==> src/rtl/bba_pkg.sv <==
// bba_pkg: shared types and constants of the buddy bitmap allocator
// used by bba_ctrl, bba_datapath and buddy_bitmap_allocator; no dependencies
package bba_pkg;

   // result status codes
   typedef enum logic [1:0] {
      ST_OK         = 2'd0,
      ST_ZERO_SIZE  = 2'd1,
      ST_TOO_LARGE  = 2'd2,
      ST_NO_FREE    = 2'd3
   } status_type;

   // request kinds
   typedef enum logic {
      OP_ALLOC = 1'b0,
      OP_FREE  = 1'b1
   } op_type;

   // configuration register indexes
   localparam logic [1:0] CSR_LEVELS_IN_USE   = 2'd0;
   localparam logic [1:0] CSR_MIN_BLOCK_BYTES = 2'd1;
   localparam logic [1:0] CSR_MEMORY_BYTES    = 2'd2;

   localparam logic [3:0]  RST_LEVELS_IN_USE   = 4'd8;
   localparam logic [16:0] RST_MIN_BLOCK_BYTES = 17'd16;
   localparam logic [24:0] RST_MEMORY_BYTES    = 25'd2048;

   typedef struct packed {
      logic [3:0]  levels_in_use;
      logic [16:0] min_block_bytes;
      logic [24:0] memory_bytes;
   } cfg_type;

   // controller to datapath
   typedef struct packed {
      logic       clear_step;
      logic       load_req;
      logic       size_init;
      logic       size_step;
      logic       scan_init;
      logic       scan_step;
      logic       sub_init_alloc;
      logic       sub_init_free;
      logic       sub_step;
      logic       anc_step;
      logic       buddy_read;
      logic       free_climb;
      logic       mul_step;
      logic       rsp_fire;
      status_type rsp_code;
   } cmd_type;

   // datapath to controller
   typedef struct packed {
      logic clear_last;
      logic op_free;
      logic free_oob;
      logic size_zero;
      logic size_stop;
      logic size_too_large;
      logic scan_hit;
      logic scan_miss;
      logic sub_done;
      logic node_root;
      logic buddy_busy;
   } dp_status_type;

endpackage

==> src/rtl/bba_ctrl.sv <==
// bba_ctrl: sequencing state machine of the buddy bitmap allocator
// depends on bba_pkg; drives bba_datapath through cmd_type, reads dp_status_type
module bba_ctrl (
   input  logic                   clock,
   input  logic                   reset,
   input  logic                   start,
   output logic                   busy,
   input  bba_pkg::dp_status_type dp_status,
   output bba_pkg::cmd_type       cmd
);

   typedef enum logic [10:0] {
      S_CLEAR    = 11'b000_0000_0001,
      S_IDLE     = 11'b000_0000_0010,
      S_DECODE   = 11'b000_0000_0100,
      S_SIZE     = 11'b000_0000_1000,
      S_SCAN     = 11'b000_0001_0000,
      S_SUB      = 11'b000_0010_0000,
      S_ANC      = 11'b000_0100_0000,
      S_FREE_UP  = 11'b000_1000_0000,
      S_FREE_CHK = 11'b001_0000_0000,
      S_MUL      = 11'b010_0000_0000,
      S_RESP     = 11'b100_0000_0000
   } state_type;

   state_type state_ff;
   state_type state_in;

   always_ff @(posedge clock) begin
      if (reset) begin
         state_ff <= S_CLEAR;
      end else begin
         state_ff <= state_in;
      end
   end

   assign busy = (state_ff != S_IDLE);

   always_comb begin
      state_in = state_ff;
      cmd      = '0;
      cmd.rsp_code = bba_pkg::ST_OK;
      case (state_ff)
         S_CLEAR: begin
            cmd.clear_step = 1'b1;
            if (dp_status.clear_last) begin
               state_in = S_IDLE;
            end
         end
         S_IDLE: begin
            if (start) begin
               cmd.load_req = 1'b1;
               state_in     = S_DECODE;
            end
         end
         S_DECODE: begin
            if (dp_status.op_free) begin
               if (dp_status.free_oob) begin
                  cmd.rsp_fire = 1'b1;
                  state_in     = S_IDLE;
               end else begin
                  cmd.sub_init_free = 1'b1;
                  state_in          = S_SUB;
               end
            end else if (dp_status.size_zero) begin
               cmd.rsp_fire = 1'b1;
               cmd.rsp_code = bba_pkg::ST_ZERO_SIZE;
               state_in     = S_IDLE;
            end else begin
               cmd.size_init = 1'b1;
               state_in      = S_SIZE;
            end
         end
         S_SIZE: begin
            if (dp_status.size_stop) begin
               if (dp_status.size_too_large) begin
                  cmd.rsp_fire = 1'b1;
                  cmd.rsp_code = bba_pkg::ST_TOO_LARGE;
                  state_in     = S_IDLE;
               end else begin
                  cmd.scan_init = 1'b1;
                  state_in      = S_SCAN;
               end
            end else begin
               cmd.size_step = 1'b1;
            end
         end
         S_SCAN: begin
            if (dp_status.scan_hit) begin
               cmd.sub_init_alloc = 1'b1;
               state_in           = S_SUB;
            end else if (dp_status.scan_miss) begin
               cmd.rsp_fire = 1'b1;
               cmd.rsp_code = bba_pkg::ST_NO_FREE;
               state_in     = S_IDLE;
            end else begin
               cmd.scan_step = 1'b1;
            end
         end
         S_SUB: begin
            cmd.sub_step = 1'b1;
            if (dp_status.sub_done) begin
               state_in = dp_status.op_free ? S_FREE_UP : S_ANC;
            end
         end
         S_ANC: begin
            if (dp_status.node_root) begin
               state_in = S_MUL;
            end else begin
               cmd.anc_step = 1'b1;
            end
         end
         S_FREE_UP: begin
            if (dp_status.node_root) begin
               cmd.rsp_fire = 1'b1;
               state_in     = S_IDLE;
            end else begin
               cmd.buddy_read = 1'b1;
               state_in       = S_FREE_CHK;
            end
         end
         S_FREE_CHK: begin
            if (dp_status.buddy_busy) begin
               cmd.rsp_fire = 1'b1;
               state_in     = S_IDLE;
            end else begin
               cmd.free_climb = 1'b1;
               state_in       = S_FREE_UP;
            end
         end
         S_MUL: begin
            cmd.mul_step = 1'b1;
            state_in     = S_RESP;
         end
         S_RESP: begin
            cmd.rsp_fire = 1'b1;
            state_in     = S_IDLE;
         end
         default: begin
            state_in = S_CLEAR;
         end
      endcase
   end

endmodule

==> src/rtl/bba_datapath.sv <==
// bba_datapath: busy-bit memory, size search, level scan, tree walks and offset math
// depends on bba_pkg; commanded by bba_ctrl
module bba_datapath #(
   parameter int LEVELS       = 8,
   parameter int HEADER_BYTES = 4
) (
   input  logic                   clock,
   input  logic                   reset,
   input  bba_pkg::cmd_type       cmd,
   input  bba_pkg::cfg_type       cfg,
   input  logic                   req_op,
   input  logic [23:0]            req_request_size,
   input  logic [7:0]             req_free_index,
   output bba_pkg::dp_status_type dp_status,
   output logic                   rsp_valid,
   output logic [1:0]             rsp_status,
   output logic [7:0]             rsp_block_index,
   output logic [2:0]             rsp_block_level,
   output logic [23:0]            rsp_byte_offset
);

   localparam int NODE_W     = LEVELS;
   localparam int PTR_W      = LEVELS + 1;
   localparam int NODE_COUNT = (1 << LEVELS) - 1;
   localparam int LV_W       = $clog2(LEVELS + 1);
   localparam int PROD_W     = NODE_W + 24;

   // busy-bit memory
   logic busy_bits_ff [NODE_COUNT];
   logic              wr_en;
   logic [NODE_W-1:0] wr_addr;
   logic              wr_data;
   logic              rd_en;
   logic [NODE_W-1:0] rd_addr;
   logic              rd_data_ff;

   // request
   logic        op_ff, op_in;
   logic [23:0] size_ff, size_in;
   logic [7:0]  fidx_ff, fidx_in;

   // size search
   logic [25:0]     bucket_ff, bucket_in;
   logic [LV_W-1:0] steps_ff, steps_in;
   logic [LV_W-1:0] lv_ff, lv_in;
   logic [24:0]     need_bytes;

   // level scan
   logic [LV_W-1:0]  level_ff, level_in;
   logic [LV_W-1:0]  level_calc;
   logic [PTR_W-1:0] first_ff, first_in;
   logic [PTR_W-1:0] last_ff, last_in;
   logic [PTR_W-1:0] scan_ptr_ff, scan_ptr_in;
   logic [PTR_W-1:0] rd_node_ff, rd_node_in;
   logic             rd_valid_ff, rd_valid_in;

   // tree walks
   logic [NODE_W-1:0] found_ff, found_in;
   logic [NODE_W-1:0] node_ff, node_in;
   logic [NODE_W-1:0] parent;
   logic [NODE_W-1:0] buddy;
   logic [NODE_W-1:0] sub_base;
   logic [PTR_W-1:0]  row_first_ff, row_first_in;
   logic [PTR_W-1:0]  row_last_ff, row_last_in;
   logic [PTR_W-1:0]  sub_ptr_ff, sub_ptr_in;
   logic [PTR_W-1:0]  next_first;
   logic              sub_val_ff, sub_val_in;
   logic [NODE_W-1:0] clr_ptr_ff, clr_ptr_in;

   // offset
   logic [23:0]       prod_ff, prod_in;
   logic [PROD_W-1:0] prod_full;
   logic [NODE_W-1:0] pos;
   logic [24:0]       mem_shift;

   // response
   logic        rsp_valid_ff, rsp_valid_in;
   logic [1:0]  rsp_status_ff, rsp_status_in;
   logic [7:0]  rsp_index_ff, rsp_index_in;
   logic [2:0]  rsp_level_ff, rsp_level_in;
   logic [23:0] rsp_offset_ff, rsp_offset_in;

   assign need_bytes = {1'b0, size_ff} + 25'(HEADER_BYTES);
   assign level_calc = lv_ff - steps_ff - LV_W'(1);
   assign parent     = (node_ff - NODE_W'(1)) >> 1;
   assign buddy      = node_ff[0] ? (node_ff + NODE_W'(1)) : (node_ff - NODE_W'(1));
   assign next_first = (row_first_ff << 1) + PTR_W'(1);
   assign sub_base   = cmd.sub_init_alloc ? rd_node_ff[NODE_W-1:0] : NODE_W'(fidx_ff);
   assign pos        = found_ff - first_ff[NODE_W-1:0];
   assign mem_shift  = cfg.memory_bytes >> level_ff;
   assign prod_full  = PROD_W'(pos) * PROD_W'(mem_shift[23:0]);

   // status toward the controller
   always_comb begin
      dp_status                = '0;
      dp_status.clear_last     = (clr_ptr_ff == NODE_W'(NODE_COUNT - 1));
      dp_status.op_free        = (op_ff == bba_pkg::OP_FREE);
      dp_status.free_oob       = (17'(fidx_ff) >= 17'(NODE_COUNT));
      dp_status.size_zero      = (size_ff == 24'd0);
      dp_status.size_stop      = (bucket_ff >= {1'b0, need_bytes}) || (steps_ff >= lv_ff);
      dp_status.size_too_large = (bucket_ff < {1'b0, need_bytes}) || (steps_ff >= lv_ff);
      dp_status.scan_hit       = rd_valid_ff && !rd_data_ff;
      dp_status.scan_miss      = rd_valid_ff && rd_data_ff && (rd_node_ff == last_ff);
      dp_status.sub_done       = (sub_ptr_ff == row_last_ff) &&
                                 (next_first >= PTR_W'(NODE_COUNT));
      dp_status.node_root      = (node_ff == '0);
      dp_status.buddy_busy     = rd_data_ff;
   end

   // memory port selection
   always_comb begin
      wr_en   = 1'b0;
      wr_addr = clr_ptr_ff;
      wr_data = 1'b0;
      rd_en   = 1'b0;
      rd_addr = scan_ptr_ff[NODE_W-1:0];
      if (cmd.clear_step) begin
         wr_en = 1'b1;
      end else if (cmd.sub_step) begin
         wr_en   = 1'b1;
         wr_addr = sub_ptr_ff[NODE_W-1:0];
         wr_data = sub_val_ff;
      end else if (cmd.anc_step) begin
         wr_en   = 1'b1;
         wr_addr = parent;
         wr_data = 1'b1;
      end else if (cmd.free_climb) begin
         wr_en   = 1'b1;
         wr_addr = parent;
      end
      if (cmd.scan_step && (scan_ptr_ff <= last_ff)) begin
         rd_en = 1'b1;
      end else if (cmd.buddy_read) begin
         rd_en   = 1'b1;
         rd_addr = buddy;
      end
   end

   always_ff @(posedge clock) begin
      if (wr_en) begin
         busy_bits_ff[wr_addr] <= wr_data;
      end
      if (rd_en) begin
         rd_data_ff <= busy_bits_ff[rd_addr];
      end
   end

   // next values
   always_comb begin
      op_in         = op_ff;
      size_in       = size_ff;
      fidx_in       = fidx_ff;
      bucket_in     = bucket_ff;
      steps_in      = steps_ff;
      lv_in         = lv_ff;
      level_in      = level_ff;
      first_in      = first_ff;
      last_in       = last_ff;
      scan_ptr_in   = scan_ptr_ff;
      rd_node_in    = rd_node_ff;
      rd_valid_in   = 1'b0;
      found_in      = found_ff;
      node_in       = node_ff;
      row_first_in  = row_first_ff;
      row_last_in   = row_last_ff;
      sub_ptr_in    = sub_ptr_ff;
      sub_val_in    = sub_val_ff;
      clr_ptr_in    = clr_ptr_ff;
      prod_in       = prod_ff;
      rsp_valid_in  = 1'b0;
      rsp_status_in = rsp_status_ff;
      rsp_index_in  = rsp_index_ff;
      rsp_level_in  = rsp_level_ff;
      rsp_offset_in = rsp_offset_ff;

      if (cmd.clear_step) begin
         clr_ptr_in = clr_ptr_ff + NODE_W'(1);
      end
      if (cmd.load_req) begin
         op_in   = req_op;
         size_in = req_request_size;
         fidx_in = req_free_index;
      end
      if (cmd.size_init) begin
         bucket_in = 26'(cfg.min_block_bytes);
         steps_in  = '0;
         if ({1'b0, cfg.levels_in_use} > 5'(LEVELS)) begin
            lv_in = LV_W'(LEVELS);
         end else begin
            lv_in = LV_W'(cfg.levels_in_use);
         end
      end
      if (cmd.size_step) begin
         bucket_in = bucket_ff << 1;
         steps_in  = steps_ff + LV_W'(1);
      end
      if (cmd.scan_init) begin
         level_in    = level_calc;
         first_in    = (PTR_W'(1) << level_calc) - PTR_W'(1);
         last_in     = (PTR_W'(1) << (level_calc + LV_W'(1))) - PTR_W'(2);
         scan_ptr_in = (PTR_W'(1) << level_calc) - PTR_W'(1);
      end
      if (cmd.scan_step && (scan_ptr_ff <= last_ff)) begin
         scan_ptr_in = scan_ptr_ff + PTR_W'(1);
         rd_node_in  = scan_ptr_ff;
         rd_valid_in = 1'b1;
      end
      if (cmd.sub_init_alloc || cmd.sub_init_free) begin
         found_in     = sub_base;
         node_in      = sub_base;
         row_first_in = {1'b0, sub_base};
         row_last_in  = {1'b0, sub_base};
         sub_ptr_in   = {1'b0, sub_base};
         sub_val_in   = cmd.sub_init_alloc;
      end
      if (cmd.sub_step) begin
         if (sub_ptr_ff == row_last_ff) begin
            row_first_in = next_first;
            row_last_in  = (row_last_ff << 1) + PTR_W'(2);
            sub_ptr_in   = next_first;
         end else begin
            sub_ptr_in = sub_ptr_ff + PTR_W'(1);
         end
      end
      if (cmd.anc_step || cmd.free_climb) begin
         node_in = parent;
      end
      if (cmd.mul_step) begin
         prod_in = prod_full[23:0];
      end
      if (cmd.rsp_fire) begin
         rsp_valid_in  = 1'b1;
         rsp_status_in = cmd.rsp_code;
         if ((cmd.rsp_code == bba_pkg::ST_OK) && (op_ff == bba_pkg::OP_ALLOC)) begin
            rsp_index_in  = 8'(found_ff);
            rsp_level_in  = 3'(level_ff);
            rsp_offset_in = prod_ff + 24'(HEADER_BYTES);
         end else begin
            rsp_index_in  = '0;
            rsp_level_in  = '0;
            rsp_offset_in = '0;
         end
      end
   end

   always_ff @(posedge clock) begin
      if (reset) begin
         clr_ptr_ff   <= '0;
         rd_valid_ff  <= 1'b0;
         rsp_valid_ff <= 1'b0;
      end else begin
         clr_ptr_ff   <= clr_ptr_in;
         rd_valid_ff  <= rd_valid_in;
         rsp_valid_ff <= rsp_valid_in;
      end
   end

   always_ff @(posedge clock) begin
      op_ff         <= op_in;
      size_ff       <= size_in;
      fidx_ff       <= fidx_in;
      bucket_ff     <= bucket_in;
      steps_ff      <= steps_in;
      lv_ff         <= lv_in;
      level_ff      <= level_in;
      first_ff      <= first_in;
      last_ff       <= last_in;
      scan_ptr_ff   <= scan_ptr_in;
      rd_node_ff    <= rd_node_in;
      found_ff      <= found_in;
      node_ff       <= node_in;
      row_first_ff  <= row_first_in;
      row_last_ff   <= row_last_in;
      sub_ptr_ff    <= sub_ptr_in;
      sub_val_ff    <= sub_val_in;
      prod_ff       <= prod_in;
      rsp_status_ff <= rsp_status_in;
      rsp_index_ff  <= rsp_index_in;
      rsp_level_ff  <= rsp_level_in;
      rsp_offset_ff <= rsp_offset_in;
   end

   assign rsp_valid       = rsp_valid_ff;
   assign rsp_status      = rsp_status_ff;
   assign rsp_block_index = rsp_index_ff;
   assign rsp_block_level = rsp_level_ff;
   assign rsp_byte_offset = rsp_offset_ff;

endmodule

==> src/rtl/buddy_bitmap_allocator.sv <==
// buddy_bitmap_allocator: top level, configuration registers and assertions
// depends on bba_pkg, bba_ctrl and bba_datapath
//
// binary buddy allocator over a heap-ordered tree of busy bits, one bit per node
// (2^LEVELS-1 nodes, node 0 is the whole region, children of i are 2i+1 and 2i+2).
// a transaction is taken when start is high and busy is low; exactly one result
// follows, shown for one cycle with rsp_valid high in the cycle that busy drops,
// and the receiver cannot stall it. after reset the busy-bit memory is cleared
// one entry per cycle, and busy stays high until all of it is cleared. an allocate
// doubles the size bucket until request plus header fit, scans the target level
// for a free node, marks its subtree and then its ancestors busy and computes the
// offset; a free clears the subtree, then each parent while the buddy is free, up
// to a busy buddy or the root; a zero size or out of range free is answered from
// decode. all of it is bound by the single write port and single registered read
// port of the busy-bit memory. configuration writes are always taken
// (csr_ready is tied high) and must only happen while no transaction is in flight.
module buddy_bitmap_allocator #(
   parameter int LEVELS       = 8,
   parameter int HEADER_BYTES = 4
) (
   input  logic        clock,
   input  logic        reset,

   // request transaction
   input  logic        start,
   output logic        busy,
   input  logic        req_op,
   input  logic [23:0] req_request_size,
   input  logic [7:0]  req_free_index,

   // result transaction
   output logic        rsp_valid,
   output logic [1:0]  rsp_status,
   output logic [7:0]  rsp_block_index,
   output logic [2:0]  rsp_block_level,
   output logic [23:0] rsp_byte_offset,

   // configuration writes
   input  logic        csr_valid,
   output logic        csr_ready,
   input  logic [1:0]  csr_index,
   input  logic [24:0] csr_wdata
);

   bba_pkg::cfg_type       cfg_ff;
   bba_pkg::cfg_type       cfg_in;
   bba_pkg::cmd_type       cmd;
   bba_pkg::dp_status_type dp_status;

   // register writes take effect in the next cycle, nothing to hold off
   assign csr_ready = 1'b1;

   always_comb begin
      cfg_in = cfg_ff;
      if (csr_valid && csr_ready) begin
         case (csr_index)
            bba_pkg::CSR_LEVELS_IN_USE:   cfg_in.levels_in_use   = csr_wdata[3:0];
            bba_pkg::CSR_MIN_BLOCK_BYTES: cfg_in.min_block_bytes = csr_wdata[16:0];
            bba_pkg::CSR_MEMORY_BYTES:    cfg_in.memory_bytes    = csr_wdata;
            default: begin
               // writes past the register list are dropped
               cfg_in = cfg_ff;
            end
         endcase
      end
   end

   always_ff @(posedge clock) begin
      if (reset) begin
         cfg_ff.levels_in_use   <= bba_pkg::RST_LEVELS_IN_USE;
         cfg_ff.min_block_bytes <= bba_pkg::RST_MIN_BLOCK_BYTES;
         cfg_ff.memory_bytes    <= bba_pkg::RST_MEMORY_BYTES;
      end else begin
         cfg_ff <= cfg_in;
      end
   end

   // sequencer
   bba_ctrl u_ctrl (
      .clock     (clock),
      .reset     (reset),
      .start     (start),
      .busy      (busy),
      .dp_status (dp_status),
      .cmd       (cmd)
   );

   // memory, counters and arithmetic
   bba_datapath #(
      .LEVELS       (LEVELS),
      .HEADER_BYTES (HEADER_BYTES)
   ) u_datapath (
      .clock            (clock),
      .reset            (reset),
      .cmd              (cmd),
      .cfg              (cfg_ff),
      .req_op           (req_op),
      .req_request_size (req_request_size),
      .req_free_index   (req_free_index),
      .dp_status        (dp_status),
      .rsp_valid        (rsp_valid),
      .rsp_status       (rsp_status),
      .rsp_block_index  (rsp_block_index),
      .rsp_block_level  (rsp_block_level),
      .rsp_byte_offset  (rsp_byte_offset)
   );

`ifndef NO_ASSERTIONS
   // an accepted transaction always keeps the block busy in the next cycle
   a_accept_busy: assert property (@(posedge clock) disable iff (reset)
      (start && !busy) |=> busy)
      else $error("block not busy after accepting a transaction");

   // a result is a single-cycle strobe, never two in a row
   a_rsp_strobe: assert property (@(posedge clock) disable iff (reset)
      rsp_valid |=> !rsp_valid)
      else $error("result strobe held longer than one cycle");

   // error results carry no block
   a_err_fields: assert property (@(posedge clock) disable iff (reset)
      (rsp_valid && (rsp_status != bba_pkg::ST_OK)) |->
      ((rsp_block_index == 8'd0) && (rsp_block_level == 3'd0) &&
       (rsp_byte_offset == 24'd0)))
      else $error("error result with nonzero block fields");

   // only one command to the memory write port at a time
   a_one_writer: assert property (@(posedge clock) disable iff (reset)
      $onehot0({cmd.clear_step, cmd.sub_step, cmd.anc_step, cmd.free_climb}))
      else $error("conflicting memory write commands");
`endif

endmodule
==> config.mk <==
export PLATFORM = sky130hd
export DESIGN_NAME = buddy_bitmap_allocator
export DESIGN_NICKNAME = d
export VERILOG_FILES = /design/src/rtl/bba_pkg.sv /design/src/rtl/bba_ctrl.sv /design/src/rtl/bba_datapath.sv /design/src/rtl/buddy_bitmap_allocator.sv
export SDC_FILE = /design/constraint.sdc
export NUM_CORES = 1
export LEC_CHECK = 0
export BUFFER_PORTS_ARGS = -buffer_cell sky130_fd_sc_hd__buf_2
export CORE_AREA = 2 2 282 284
export CTS_BUF_LIST = sky130_fd_sc_hd__clkbuf_8
export CTS_CLUSTER_SIZE = 30
export DETAILED_ROUTE_END_ITERATION = 8
export DIE_AREA = 0 0 284 286
export PLACE_DENSITY_LB_ADDON = 0.3
export SYNTH_ARGS = -nofsm -noshare
export SYNTH_HDL_FRONTEND = slang
export SYNTH_HIERARCHICAL = 1
export SYNTH_SLANG_ARGS = --single-unit
export TNS_END_PERCENT = 50
==> constraint.sdc <==
create_clock -name clock -period 11.4 [get_ports clock]
set_input_delay 2.28 -clock clock [delete_from_list [all_inputs] [get_ports clock]]
set_output_delay 2.28 -clock clock [all_outputs]
set_load 0.1 [all_outputs]
==> results.yml, run 1 <==
floorplan:
  fp.coreArea_um2: 78400
  row_count: 103
  start_util_pct: 39.7
  die_w_um: 284
  fp.dieH_um: 286
  ioPinCount: 104
  die-area_um2: 81200
synth:
  async_flop_share_pct: 0
  synth.most_common_cell: "nor2_1"
  ys_warn_count: 6
  syn_inst: 3029
  yosys.cell_types.count: 90
  synth_fp_nets: 3300
  synthTopCellsByArea: "edfxtp_1 43%, fa_1 7.1%, nor2_1 6.5%"
  synth_top_area_cell: "edfxtp_1"
  synth.yosys.seq_area_share_pct: 48.4
  synth_seq_cells: 530
  syn_area_per_cell_um2: 10.3
  syn_area_um2: 31100
  yosysTopAreaCellShare_pct: 42.9
  synth_ff_type: "edfxtp_1"
  ys_top_cells_by_count: "535 x nor2_1, 444 x edfxtp_1, 297 x nand2_1, 203 x inv_1, 133 x mux2i_1"
  synth_edf_count: 444
route:
  dr.pass1.iters: 5
  num_vias: 22040
  drt_iter0_markers: 2167
  wl_mm: 77.5
  drc: 0
  final_antenna_net_count: 0
  avgRoutedWirePerCell_um: 18.3
  via_per_inst: 5.22
critical_path:
  start_kind: "register"
  crit_type: "reg -> reg"
  rrSetupSlack_ns: 3.90
  r2r-start: "u_datapath/level_ff[1]"
  r2r-end: "u_datapath/prod_ff[20]"
  crit_fanout: 24
  cp.required_ns: 11.83
  arrival_ns: 7.93
  cp-end-kind: "register"
  critPathLaunch: "u_datapath/level_ff[1]"
  crit_end: "u_datapath/prod_ff[20]"
  r2r_cells: 23
sta:
  hold_viol: 0
  period_share_pct: 65.8
  period_needed_ns: 7.50
  worst_slack_ns: 3.90
  finalMaxSlewViolations: 0
  setup_violations: 0
  fmax_mhz: 133
  fin_setup_tns_ns: 0
  rsz0062_at_grt: "false"
  relSlewSlack_pct: 15.9
  worst_pin_slew_ns: 1.26
  skew_ns: 0.0660
placement:
  dp_hpwl_mm: 51.5
  io_buffers: 102
  place_congestion: 0.880
  place_ws_ns: 3.86
layout:
  drive_above_1_share_pct: 10.8
  fin_util_pct: 43.8
  register_area_um2: 15100
  final_nets: 3369
  fillCellCount: 7608
  syn2layout_area_growth_pct: 10.5
  multi_input_area_um2: 14600
grt:
  grt_max_degree: 256
  grt_pass1_vias: 21672
  grt-ovfl-total: 0
  antenna_found_initial: 2
  grt_pass1_wl_mm: 123
  grt_usage_pct: 19.0
job:
  cap_violations: 0
pwr:
  peakVddDrop_mv: 0.105
  p_per_area_nw_per_um2: 121
  p_leak_nw: 12.9
  power_w: 0.00416
cts:
  cts_max_level: 3
  cts_tree: "yes"
  cts_root_buf: "clkbuf_8"
  postCtsSetupBuffers: 0
  clkLatencyLatePin_ns: 0.74
  cts_sinks: 530
  numCtsBuffers: 92
  ctsHoldBuffers: 0
  ctsLongestPathBuffers: 3
  cts_resized: 0
  clk_pin_slew_ns: 0.06
hold_path:
  hold_class: "reg -> reg"
outcome:
  status: "finished clean"
[routing by layer]
layer / track usage [%] / part of all wire [%] / up-vias
li1: - / - / 10571
met1: 25.3 / 44 / 10767
met2: 32.4 / 48 / 571
met3: 2.82 / 5.2 / 131
met4: 5.33 / 2.3 / 0
met5: 0 / 0 / -
[state kept, by name, summed over array words and instances (netlist names), 9 cells and up]
name                        flops
u_datapath/row_last_ff          9
u_datapath/rsp_byte_offset     24
cfg_ff                         46
u_datapath/prod_ff             24
u_datapath/bucket_ff           26
u_datapath/size_ff             24
u_ctrl/state_ff                11
u_datapath/rd_node_ff           9
u_datapath/sub_ptr_ff           9
u_datapath/scan_ptr_ff          9
u_datapath/busy_bits_ff       255
[per-stage QoR]
step	area (um^2)	hold slack (ns)	std cells
after CTS	34300	0.475	4221
after global placement	32500	0.462	4054
final	34300	0.474	4223
after global routing	34300	0.495	4222
after detailed placement	32500	0.464	4054
after floorplan	31100	0.448	3029
[cells in the final DEF (no fill, tap or decap), types with 12 or more instances in the layout]
cell type and instances:
nand3_1 116, inv_1 243, clkbuf_8 99, ha_1 97
nor3_1 29, mux2i_1 131, a21oi_1 87, buf_4 28
o211ai_1 14, a31oi_1 16, nand2_1 297, or3_1 12
o21ai_0 65, dfxtp_1 86, a211oi_1 23, nor4_1 18
and3_1 22, fa_1 110, edfxtp_1 444, xor2_1 63
xnor2_1 77, mux2_2 21, buf_2 102, a21o_1 18
and2_1 26, nand2b_1 95, a22o_1 18, nand4_1 31
nor2_1 531, nor2b_1 28, or2_2 33
[worst max-delay path, stage by stage (launching register included)]
cell      delay [ns]
edfxtp_1        0.69
inv_1           0.53
a211oi_1        0.31
a21oi_1         0.09
mux2i_1         0.23
nor2_1          0.06
a21oi_1         0.60
nor2_1          0.17
fa_1            0.61
fa_1            0.45
fa_1            0.55
inv_1           0.05
fa_1            0.52
inv_1           0.04
ha_1            0.35
and2_1          0.18
o21ai_0         0.13
o31ai_1         0.11
o41ai_1         0.49
o21ai_0         0.29
o31ai_1         0.37
nand2_1         0.09
a21oi_1         0.19
xnor2_1         0.08
[power by group]
part	internal, W	total, W	switching [W]
clock	0.000866	0.00170	0.000836
sequential	0.00210	0.00212	0.0000235
combinational	0.0000993	0.000333	0.000234
[cell type report]
cell class	count	area share, %
Clock buffer	99	3.97
Tap cell	1050	3.83
Antenna cell	2	0.0146
Inverter	204	2.23
Timing Repair Buffer	131	2.16
Sequential cell	530	43.9
Multi-Input combinational cell	2139	42.7
Clock inverter	68	1.28
[cells by family (layout without fill, tap and decap cells)]
logic type | Yosys count | in the layout | synth area share (%)
buffers and inverters | 360 | 502 | 4.60
AOI/OAI and AO/OA | 337 | 337 | 7.17
xor gates and xnor gates | 140 | 140 | 3.95
muxes | 163 | 163 | 5.70
DFF | 530 | 530 | 48.4
other | 1 | 3 | 0.0121
adders and majority gates | 207 | 207 | 11.0
and+or+nand+nor | 1291 | 1291 | 19.1
[worst min path at each step]
stage / from / to / slack, ns / cells after the start
2_1_floorplan: cfg_ff[42] / cfg_ff[42] / 0.45 / 2
3_3_place_gp: cfg_ff[43] / cfg_ff[43] / 0.46 / 2
3_5_place_dp: cfg_ff[37] / cfg_ff[37] / 0.46 / 2
4_1_cts: cfg_ff[42] / cfg_ff[42] / 0.48 / 2
5_1_grt: cfg_ff[37] / cfg_ff[37] / 0.50 / 2
6_report: cfg_ff[42] / cfg_ff[42] / 0.47 / 2
No activity file was read; power rests on OpenSTA's default activity.
==> run 2: changes to the inputs <==
ABC_AREA = 1   (was default)
CORE_AREA = 2 2 288 290   (was 2 2 282 284)
DIE_AREA = 0 0 290 292   (was 0 0 284 286)
clock period = 6.4 ns   (was 11.4 ns; I/O delays follow)
==> results.yml, run 2 <==
sta:
  worst_slack_ns: 0.314
  hold_viol: 0
  period_needed_ns: 6.09
  finalMaxSlewViolations: 0
  worst_hold_slack_ns: 0.482
  fin_setup_tns_ns: 0
  relSlewSlack_pct: 22.9
  worst_pin_slew_ns: 1.15
  period_share_pct: 95.1
  skew_ns: 0.0497
  fmax_mhz: 164
  setup_violations: 0
synth:
  synth.most_common_cell: "nand2_1"
  synth_seq_cells: 530
  syn_area_um2: 32400
  ys_warn_count: 6
  async_flop_share_pct: 0
  yosysTopAreaCellShare_pct: 41.1
  yosys.cell_types.count: 70
  synth_top_area_cell: "edfxtp_1"
  synth_edf_count: 444
  synth.yosys.seq_area_share_pct: 46.4
  syn_inst: 3721
  syn_area_per_cell_um2: 8.72
  synth_fp_nets: 3992
  synth_ff_type: "edfxtp_1"
  synthTopCellsByArea: "edfxtp_1 41%, nand2_1 7.2%, nor2_1 6.9%"
  ys_top_cells_by_count: "626 x nand2_1, 600 x nor2_1, 565 x inv_1, 444 x edfxtp_1, 344 x nand3_1"
grt:
  grt-ovfl-total: 0
  grt_usage_pct: 19.1
  grt_pass1_wl_mm: 130
  grt_pass1_vias: 24094
  grt_max_degree: 133
  antenna_found_initial: 1
floorplan:
  start_util_pct: 39.8
  ioPinCount: 104
  die_w_um: 290
  fp.dieH_um: 292
  die-area_um2: 84700
  row_count: 105
  fp.coreArea_um2: 81600
critical_path:
  crit_end: "u_datapath/prod_ff[23]"
  crit_fanout: 6
  rrSetupSlack_ns: 0.31
  arrival_ns: 6.54
  crit_type: "reg -> reg"
  cp.required_ns: 6.86
  r2r-start: "u_datapath/found_ff[2]"
  cp-end-kind: "register"
  start_kind: "register"
  r2r-end: "u_datapath/prod_ff[23]"
  r2r_cells: 26
  critPathLaunch: "u_datapath/found_ff[2]"
pwr:
  p_comb_share_pct: 17.8
  p_per_area_nw_per_um2: 233
  p_leak_nw: 15.5
  intPower_w: 0.00595
  power_switching_w: 0.00252
  p_seq_share_pct: 45.5
  peakVddDrop_mv: 0.156
  clock_power_share_pct: 36.7
  switching_share_pct: 29.7
route:
  dr.pass1.iters: 9
  avgRoutedWirePerCell_um: 16.4
  via_per_inst: 4.98
  drc: 0
  num_vias: 24880
  wl_mm: 81.8
  drt_iter0_markers: 2203
  final_antenna_net_count: 0
layout:
  largest_register_ffs: 255
  regMostFlops: "u_datapath/busy_bits_ff"
  final_nets: 4118
  stdcell_count: 4996
  multi_input_area_um2: 14600
  final_common_cell: "nand2_1"
  drive_above_1_share_pct: 12.2
  syn2layout_area_growth_pct: 12.1
  final_cell_mix: "622 x nand2_1, 595 x inv_1, 590 x nor2_1, 444 x edfxtp_1, 344 x nand3_1"
  top_regs: "u_datapath/busy_bits_ff x255, cfg_ff x46, u_datapath/bucket_ff x26"
  fin_util_pct: 44.6
  fillCellCount: 7900
  register_area_um2: 15100
cts:
  numCtsBuffers: 95
  ctsLongestPathBuffers: 3
  ctsHoldBuffers: 0
  clkLatencyLatePin_ns: 0.72
  clk_pin_slew_ns: 0.06
  cts_sinks: 530
  cts_tree: "yes"
  cts_root_buf: "clkbuf_8"
  cts_max_level: 3
hold_path:
  hold_class: "reg -> reg"
outcome:
  status: "finished clean"
placement:
  dp_hpwl_mm: 52.9
  place_congestion: 0.911
  post-place-cells: 4801
  io_buffers: 102
  place_ws_ns: 0.136
job:
  cap_violations: 0
-- run 2: cell types whose count changed after synthesis, sizes merged, moves of 66 or more --
cell,delta
buf,+72
clkbuf,-66
nand3b,+90
nand3,+234
o21ai,+69
nand2b,-95
nor2,+79
mux2i,-122
inv,+379
nand2,+358
-- run 2: repair_timing --
item / CTS / global route
buffers inserted: 0 / 17
resized for setup: 0 / 61
setup endpoints to repair: 0 / 6
-- run 2: cell type report --
cell class | count | share of cell area (%)
Antenna cell | 1 | 0.00688
Clock buffer | 110 | 4.16
Clock inverter | 65 | 0.991
Inverter | 585 | 6.06
Multi-Input combinational cell | 2444 | 40.2
Sequential cell | 530 | 41.4
Tap cell | 1070 | 3.68
Timing Repair Buffer | 190 | 3.45
Timing Repair inverter | 1 | 0.0207
-- run 2: cells by family (layout without fill, tap and decap cells) --
group	Yosys count	in the layout	share of synthesized area [%]
compound gates	300	300	5.44
xor+xnor	93	93	2.53
fa+ha+maj	207	207	10.5
buf+inv	747	951	9.26
flops	530	530	46.4
mux	12	12	0.386
other cells	1	2	0.0116
simple gates	1831	1831	25.4
-- run 2: worst max-delay path, cell delays in order, from the launching register on --
cell	delay [ns]
edfxtp_1	0.44
ha_4	0.27
buf_4	0.15
a211oi_4	0.27
o21ai_2	0.10
a21oi_1	0.15
o21bai_1	0.11
xor2_1	0.19
inv_1	0.10
buf_6	0.14
nor2_1	0.14
fa_1	0.44
fa_1	0.51
fa_1	0.54
inv_1	0.05
fa_1	0.52
inv_1	0.04
ha_1	0.35
a21oi_1	0.19
o211ai_1	0.12
a31oi_1	0.23
o21ai_1	0.14
a31oi_2	0.26
nor2_1	0.08
nor2_1	0.14
nand3b_1	0.12
nand2_1	0.05
-- run 2: power groups by stage --
stage | Clock, W | Combinational [W] | Sequential (W)
floorplan | 0 | 0.00101 | 0.00395
global placement | 0 | 0.00141 | 0.00392
detailed placement | 0 | 0.00142 | 0.00392
CTS | 0.00320 | 0.00142 | 0.00385
global route | 0.00335 | 0.00170 | 0.00386
finish | 0.00311 | 0.00151 | 0.00385
-- run 2: per-layer routing --
metal  wire length, um  track usage [%]
met5                 0                0
met1             36700             26.3
met2             38400             31.8
met3              5190             2.53
met4              1490             5.39
-- run 2: metrics by stage --
step	instance area [um^2]	power (W)
after floorplan	32400	0.00496
after global placement	34100	0.00533
after detailed placement	34100	0.00534
after CTS	36000	0.00847
after global routing	36400	0.00891
final	36400	0.00847
-- run 2: worst min path at each step --
stage / from / end / cells past startpoint
CTS: cfg_ff[11] / cfg_ff[11] / 2
detailed placement: cfg_ff[11] / cfg_ff[11] / 2
global route: cfg_ff[45] / u_datapath/lv_ff[3] / 0
finish: cfg_ff[11] / cfg_ff[11] / 2
global placement: cfg_ff[29] / cfg_ff[29] / 2
floorplan: cfg_ff[11] / cfg_ff[11] / 2
